===== config.mk =====
export PLATFORM = sky130hd
export DESIGN_NAME = sorted_list_engine
export DESIGN_NICKNAME = d
export VERILOG_FILES = /design/src/rtl/sle_pkg.sv /design/src/rtl/sorted_list_engine.sv /design/src/rtl/sle_cell.sv
export SDC_FILE = /design/constraint.sdc
export NUM_CORES = 2
export LEC_CHECK = 0
export ABC_AREA = 1
export ABC_CLOCK_PERIOD_IN_PS = 6370
export BUFFER_PORTS_ARGS = -buffer_cell sky130_fd_sc_hd__buf_2
export CAP_MARGIN = 20
export CORE_ASPECT_RATIO = 1.25
export CORE_MARGIN = 2
export CORE_UTILIZATION = 45
export CTS_BUF_LIST = sky130_fd_sc_hd__clkbuf_8
export CTS_CLUSTER_SIZE = 16
export DETAILED_ROUTE_END_ITERATION = 10
export PLACE_DENSITY_LB_ADDON = 0.1
export REMOVE_ABC_BUFFERS = 1
export SKIP_CTS_REPAIR_TIMING = 1
export SYNTH_ARGS = -nofsm -noshare
export SYNTH_HDL_FRONTEND = slang
export SYNTH_SLANG_ARGS = --single-unit

===== constraint.sdc =====
create_clock -name clk_i -period 6.37 [get_ports clk_i]
set_clock_uncertainty 0.05 [all_clocks]
set_input_delay 0.3185 -clock clk_i [delete_from_list [all_inputs] [get_ports clk_i]]
set_output_delay 0.3185 -clock clk_i [all_outputs]
set_load 0.05 [all_outputs]

===== src/rtl/sle_pkg.sv =====
// ----------------------------------------------------------------------------
// Sorted list engine package
// Shared types, codes and sizes for the sorted list engine and its cells.
// ----------------------------------------------------------------------------
package sle_pkg;

  // Number of entries the store can hold.
  localparam int unsigned Capacity = 16;

  // Width of the entry count, which must be able to hold Capacity itself.
  localparam int unsigned CntW = $clog2(Capacity + 1);

  // Width of one stored value.
  localparam int unsigned ValW = 32;

  // Operation codes carried by a request.
  typedef enum logic [1:0] {
    SLE_OP_INSERT = 2'd0,
    SLE_OP_DELETE = 2'd1,
    SLE_OP_SEARCH = 2'd2
  } sle_op_e;

  // Status codes returned with every result.
  typedef enum logic [1:0] {
    SLE_ST_OK        = 2'd0,
    SLE_ST_NOT_FOUND = 2'd1,
    SLE_ST_FULL      = 2'd2
  } sle_status_e;

  // One request as it arrives on the input channel.
  typedef struct packed {
    logic [1:0]             opcode;
    logic signed [ValW-1:0] value;
  } sle_req_t;

  // One result as it leaves on the output channel.
  typedef struct packed {
    logic [1:0]      status;
    logic [CntW-1:0] count;
  } sle_rsp_t;

  // Shift commands broadcast to every cell of the chain.
  typedef struct packed {
    logic ins_en;
    logic del_en;
  } sle_ctl_t;

endpackage


===== src/rtl/sorted_list_engine.sv =====
// ----------------------------------------------------------------------------
// Sorted list engine
// Keeps up to Capacity signed values in ascending order in a chain of cells
// and answers insert, delete and search requests.
// ----------------------------------------------------------------------------
// Usage:
//   A request (opcode and value) is taken on in_req_i at a rising edge where
//   in_valid_i is high and in_stall_o is low. Every request gives exactly one
//   result on out_rsp_o: a status and the entry count after the operation.
//   The result appears in out_valid_o on the cycle after the request is taken.
//   Throughput is one request per cycle while no result is stalled, set by
//   the single compare-and-shift step that every cell performs in parallel.
//   The result register holds its value while out_stall_i is high; during
//   that time in_stall_o is raised, so no new request is taken until the
//   waiting result has been taken, which may happen in the same cycle.
//   Insert into a full store and delete of an absent value leave the store
//   unchanged. Opcode 3 changes nothing and answers not found.
//   Reset clears the entry count and the result valid flag; the cells keep
//   whatever they held, which is never read before it is written.
// ----------------------------------------------------------------------------
module sorted_list_engine (
  input  logic              clk_i,
  input  logic              rst_ni,
  input  logic              in_valid_i,
  output logic              in_stall_o,
  input  sle_pkg::sle_req_t in_req_i,
  output logic              out_valid_o,
  input  logic              out_stall_i,
  output sle_pkg::sle_rsp_t out_rsp_o
);
  import sle_pkg::*;

  logic                   accept;
  logic [CntW-1:0]        count_q;
  logic [CntW-1:0]        count_d;
  logic                   out_valid_q;
  logic                   out_valid_d;
  sle_rsp_t               rsp_q;
  sle_rsp_t               rsp_d;
  sle_ctl_t               ctl;
  logic                   full;
  logic                   found;

  logic signed [ValW-1:0] cell_value [Capacity];
  logic [Capacity-1:0]    cell_gt;
  logic [Capacity-1:0]    cell_match;
  logic [Capacity-1:0]    occupied;
  logic [Capacity-1:0]    at_end;

  // Handshake: hold off requests while a result waits downstream.
  assign in_stall_o  = out_valid_q && out_stall_i;
  assign accept      = in_valid_i && !in_stall_o;
  assign out_valid_o = out_valid_q;
  assign out_rsp_o   = rsp_q;

  assign full  = (count_q == CntW'(Capacity));
  assign found = |cell_match;

  // Cell chain.
  for (genvar i = 0; i < Capacity; i++) begin : g_cell
    logic signed [ValW-1:0] left_value;
    logic                   left_gt;
    logic signed [ValW-1:0] right_value;

    assign occupied[i] = (count_q > CntW'(i));
    assign at_end[i]   = (count_q == CntW'(i));

    if (i == 0) begin : g_first
      assign left_value = '0;
      assign left_gt    = 1'b0;
    end else begin : g_inner_left
      assign left_value = cell_value[i-1];
      assign left_gt    = cell_gt[i-1];
    end

    if (i == Capacity - 1) begin : g_last
      assign right_value = '0;
    end else begin : g_inner_right
      assign right_value = cell_value[i+1];
    end

    sle_cell u_cell (
      .clk_i        (clk_i),
      .ctl_i        (ctl),
      .key_i        (in_req_i.value),
      .occupied_i   (occupied[i]),
      .at_end_i     (at_end[i]),
      .left_value_i (left_value),
      .left_gt_i    (left_gt),
      .right_value_i(right_value),
      .value_o      (cell_value[i]),
      .gt_o         (cell_gt[i]),
      .match_o      (cell_match[i])
    );
  end

  // Decode the request into shift commands, the new count and the result.
  always_comb begin
    ctl         = '0;
    count_d     = count_q;
    rsp_d       = rsp_q;
    out_valid_d = out_valid_q && out_stall_i;
    if (accept) begin
      out_valid_d  = 1'b1;
      rsp_d.status = SLE_ST_NOT_FOUND;
      case (in_req_i.opcode)
        SLE_OP_INSERT: begin
          if (full) begin
            rsp_d.status = SLE_ST_FULL;
          end else begin
            ctl.ins_en   = 1'b1;
            count_d      = count_q + CntW'(1);
            rsp_d.status = SLE_ST_OK;
          end
        end
        SLE_OP_DELETE: begin
          if (found) begin
            ctl.del_en   = 1'b1;
            count_d      = count_q - CntW'(1);
            rsp_d.status = SLE_ST_OK;
          end
        end
        SLE_OP_SEARCH: begin
          if (found) begin
            rsp_d.status = SLE_ST_OK;
          end
        end
        default: begin
          rsp_d.status = SLE_ST_NOT_FOUND;
        end
      endcase
      rsp_d.count = count_d;
    end
  end

  // Control state.
  always_ff @(posedge clk_i or negedge rst_ni) begin
    if (!rst_ni) begin
      count_q     <= '0;
      out_valid_q <= 1'b0;
    end else begin
      count_q     <= count_d;
      out_valid_q <= out_valid_d;
    end
  end

  // Result payload.
  always_ff @(posedge clk_i) begin
    rsp_q <= rsp_d;
  end

endmodule


===== src/rtl/sle_cell.sv =====
// ----------------------------------------------------------------------------
// Sorted list cell
// Holds one entry of the ascending list, compares it against the key of the
// current request and takes its value from a neighbour when the list shifts.
// ----------------------------------------------------------------------------
module sle_cell (
  input  logic                           clk_i,
  input  sle_pkg::sle_ctl_t              ctl_i,
  input  logic signed [sle_pkg::ValW-1:0] key_i,
  input  logic                           occupied_i,
  input  logic                           at_end_i,
  input  logic signed [sle_pkg::ValW-1:0] left_value_i,
  input  logic                           left_gt_i,
  input  logic signed [sle_pkg::ValW-1:0] right_value_i,
  output logic signed [sle_pkg::ValW-1:0] value_o,
  output logic                           gt_o,
  output logic                           match_o
);
  import sle_pkg::*;

  logic signed [ValW-1:0] value_q;
  logic signed [ValW-1:0] value_d;
  logic                   ge;

  // Compare the held entry with the key; an empty cell reports nothing.
  assign gt_o    = occupied_i && (value_q > key_i);
  assign ge      = occupied_i && (value_q >= key_i);
  assign match_o = occupied_i && (value_q == key_i);
  assign value_o = value_q;

  // Insert opens a gap at the first greater entry and shifts the rest right;
  // delete closes the gap from the first equal entry onwards.
  always_comb begin
    value_d = value_q;
    if (ctl_i.ins_en && (gt_o || at_end_i)) begin
      value_d = left_gt_i ? left_value_i : key_i;
    end else if (ctl_i.del_en && ge) begin
      value_d = right_value_i;
    end
  end

  // Entry storage needs no reset: only cells below the count are ever read.
  always_ff @(posedge clk_i) begin
    value_q <= value_d;
  end

endmodule


==> flow_metrics.tcl <==
set metrics [dict create \
    routed_via_density 5.49 \
    status "finished, final reports clean" \
    setup_viol 0 \
    dp_hpwl_um 108000 \
    ir_drop_mv 0.227 \
    reg2reg_to "g_cell[15].u_cell.value_o[1]" \
    first_pass_iters 6 \
    hp-class "in2reg" \
    setup_tns_ps 0 \
    regArea_sq_um 15700 \
    met2_usage_pct 51.4 \
    die_y_um 350 \
    globalRoute.busiestLayer "met2" \
    p_leak_nw 22.6 \
    core-area_sq_um 94600 \
    die_w_um 281 \
    max_freq_mhz 227 \
    htree_levels 3 \
    yosysWarnings 0 \
    nNetsFinal 6378 \
    worstHoldStart "in_req_i[32]" \
    fin_crit_sh_pct 69.1 \
    antenna_found_initial 1 \
    drive_above_1_share_pct 5.90 \
    drtIter0Drc 3100 \
    cts_root_buffer "clkbuf_8" \
    p_per_area_nw_per_um2 219 \
    clkSinkCount 525 \
    syn_avg_cell_area_sq_um 7.28 \
    r2r_start "count_q[1]" \
    critPathKind "reg2reg" \
    num_io_pins 47 \
    timing.slew.headroom_pct 33.3 \
    grt_pass1_vias 38900 \
    layout_min_cycle_time_ps 4400 \
    drv_cap 0 \
    grt_pass1_wl_um 223000 \
    grt_max_degree 66 \
    grt_use_met1_pct 35.4 \
    overflow 0 \
    power.total_mw 10.0 \
    slew_violations 0 \
    hold_viol 0 \
    synth_cell_type_count 37 \
    port_buffers 46 \
    clock_latency_ps 770 \
    dieArea_sq_um 98200 \
    multi_input_area_sq_um 24600 \
    rsz0062_at_grt "false" \
    vias 39000 \
    grtUsageMet3_pct 3.61 \
    fillers 9712 \
    startpoint "count_q[1]" \
    finalWeightedCongestion 0.897 \
    worst_pin_slew_ps 996 \
    crit_fanout 49 \
    max-clock-path-buffers 3 \
    reg2reg_depth 10 \
    end_kind "flip-flop" \
    cts_made_buffers 97 \
    min_path_cells 5 \
    synthCells 5910 \
    ys_seq_area_share_pct 36.6 \
    crit_arrival_ps 4720 \
    wire_per_inst_um 20.2 \
    start_util_pct 45.5 \
    rrSetupSlack_ps 1970 \
    dpl.cell_count 6930 \
    cp-start-kind "flip-flop" \
    clk_pin_slew_ps 60 \
    syn_to_final_growth_pct 6.34 \
    fin_cells 7102 \
    totalWireLength_um 143000 \
    drtAntennaViolNets 0 \
    required_ps 6690 \
    drcViolationCount 0 \
    hold-path-endpoint "out_rsp_o[5]" \
    cts_tree "built" \
    syn-cell-area_sq_um 43000 \
    whs_ps 72.9 \
    synth-seq-cells 525 \
    track_usage_pct 29.0 \
    rows 126 \
]
-- critical path, cell delays in order, from the launching register on --
cell     delay (ps)
dfrtp_1         650
inv_1           270
ha_1            300
nand3_1         180
inv_2            50
nor2_2          200
inv_2           100
nor2_8          740
nand2_2         740
nand2_1         220
buf_4           460
-- cells in the mapped netlist --
| cell type | instances | share of area [%] |
|---|---|---|
| nor3_1 | 13 | 0.15 |
| inv_2 | 24 | 0.21 |
| nand3b_1 | 5 | 0.087 |
| buf_2 | 110 | 1.3 |
| a21boi_4 | 1 | 0.044 |
| o21a_1 | 18 | 0.31 |
| a21boi_2 | 2 | 0.052 |
| nor2_2 | 7 | 0.10 |
| o21ai_0 | 241 | 2.8 |
| a21oi_2 | 7 | 0.14 |
| nand3_1 | 162 | 1.9 |
| nand2_2 | 22 | 0.32 |
| a21oi_4 | 1 | 0.038 |
| ha_1 | 521 | 15 |
| a21o_1 | 5 | 0.087 |
| nor2_8 | 2 | 0.093 |
| dfrtp_1 | 6 | 0.35 |
| nand4_1 | 360 | 5.2 |
| a21boi_0 | 3 | 0.052 |
| nand3_2 | 15 | 0.35 |
| buf_6 | 9 | 0.24 |
| edfxtp_1 | 519 | 36 |
| clkbuf_1 | 186 | 1.6 |
| nand2_1 | 2769 | 24 |
| xor2_1 | 3 | 0.061 |
| a22oi_1 | 2 | 0.035 |
| buf_4 | 18 | 0.31 |
| o21ai_1 | 9 | 0.10 |
| nor2_4 | 4 | 0.10 |
| nor2_1 | 268 | 2.3 |
| o211ai_1 | 5 | 0.087 |
| inv_1 | 311 | 2.7 |
| a21oi_1 | 259 | 3.0 |
| o21bai_1 | 8 | 0.14 |
| o21ai_2 | 1 | 0.020 |
| buf_1 | 13 | 0.11 |
| a31oi_1 | 1 | 0.015 |
-- layer usage --
metal | vias up | part of all wire (%)
li1 | 19600 | -
met1 | 17900 | 42
met2 | 1220 | 49
met3 | 275 | 5.4
met4 | 0 | 3.9
met5 | - | 0
-- power by group --
part	internal (mW)	switching, mW
Clock	1.47	1.57
Combinational	0.818	2.18
Sequential	3.88	0.100
-- logic make-up after synthesis --
kind of cell | synth area share [%]
buffers and inverters | 6.49
AND/OR/NAND/NOR | 34.8
adder cells (fa/ha/maj) | 15.1
flip-flops | 36.6
XOR/XNOR | 0.0611
AO/OA/AOI/OAI | 6.94
-- per-stage QoR --
step	area [sq um]	utilization [%]	setup slack, ps
2_1_floorplan	41500	-	913
3_3_place_gp	44000	46.6	1440
3_5_place_dp	44000	46.6	1410
4_1_cts	45700	48.3	1970
5_1_grt	45800	48.4	1660
6_report	45800	48.4	1970
-- state kept, by name (all words and copies together), names as in the netlist --
signal / cells
g_cell.u_cell.value_o: 512
out_valid_o: 1
count_q: 5
out_rsp_o: 7
-- final cells by class --
class	count	share of cell area, %
Antenna cell	1	0.00547
Tap cell	1216	3.32
Inverter	335	2.75
Clock buffer	100	3.01
Sequential cell	525	34.4
Clock inverter	65	0.629
Multi-Input combinational cell	4714	53.7
Timing Repair Buffer	146	2.20
-- worst max path at each step --
stage	endpoint	slack, ps	cells past startpoint
after CTS	g_cell[15].u_cell.value_o[1]	1970	10
after global placement	g_cell[12].u_cell.value_o[2]	1440	18
after floorplan	g_cell[12].u_cell.value_o[0]	910	13
after global routing	g_cell[15].u_cell.value_o[2]	1660	8
final	g_cell[15].u_cell.value_o[1]	1970	10
after detailed placement	g_cell[1].u_cell.value_o[27]	1410	17
-- placed cells by master, fill, tap and decap left out, drive strengths merged --
cell            n
nand2        2791
o21a           18
a22oi           2
a21oi         267
nand3b          5
a21o            5
nor2          281
o21bai          8
inv           368
clkbuf        100
dfrtp           6
nor3           13
clkinv         30
edfxtp        519
nand3         177
a21boi          6
bufinv          1
nand4         360
diode           1
ha            521
clkinvlp        1
buf           140
dlygate4sd3     6
o211ai          5
xor2            3
o21ai         251
a31oi           1
No activity file was read; power rests on OpenSTA's default activity.
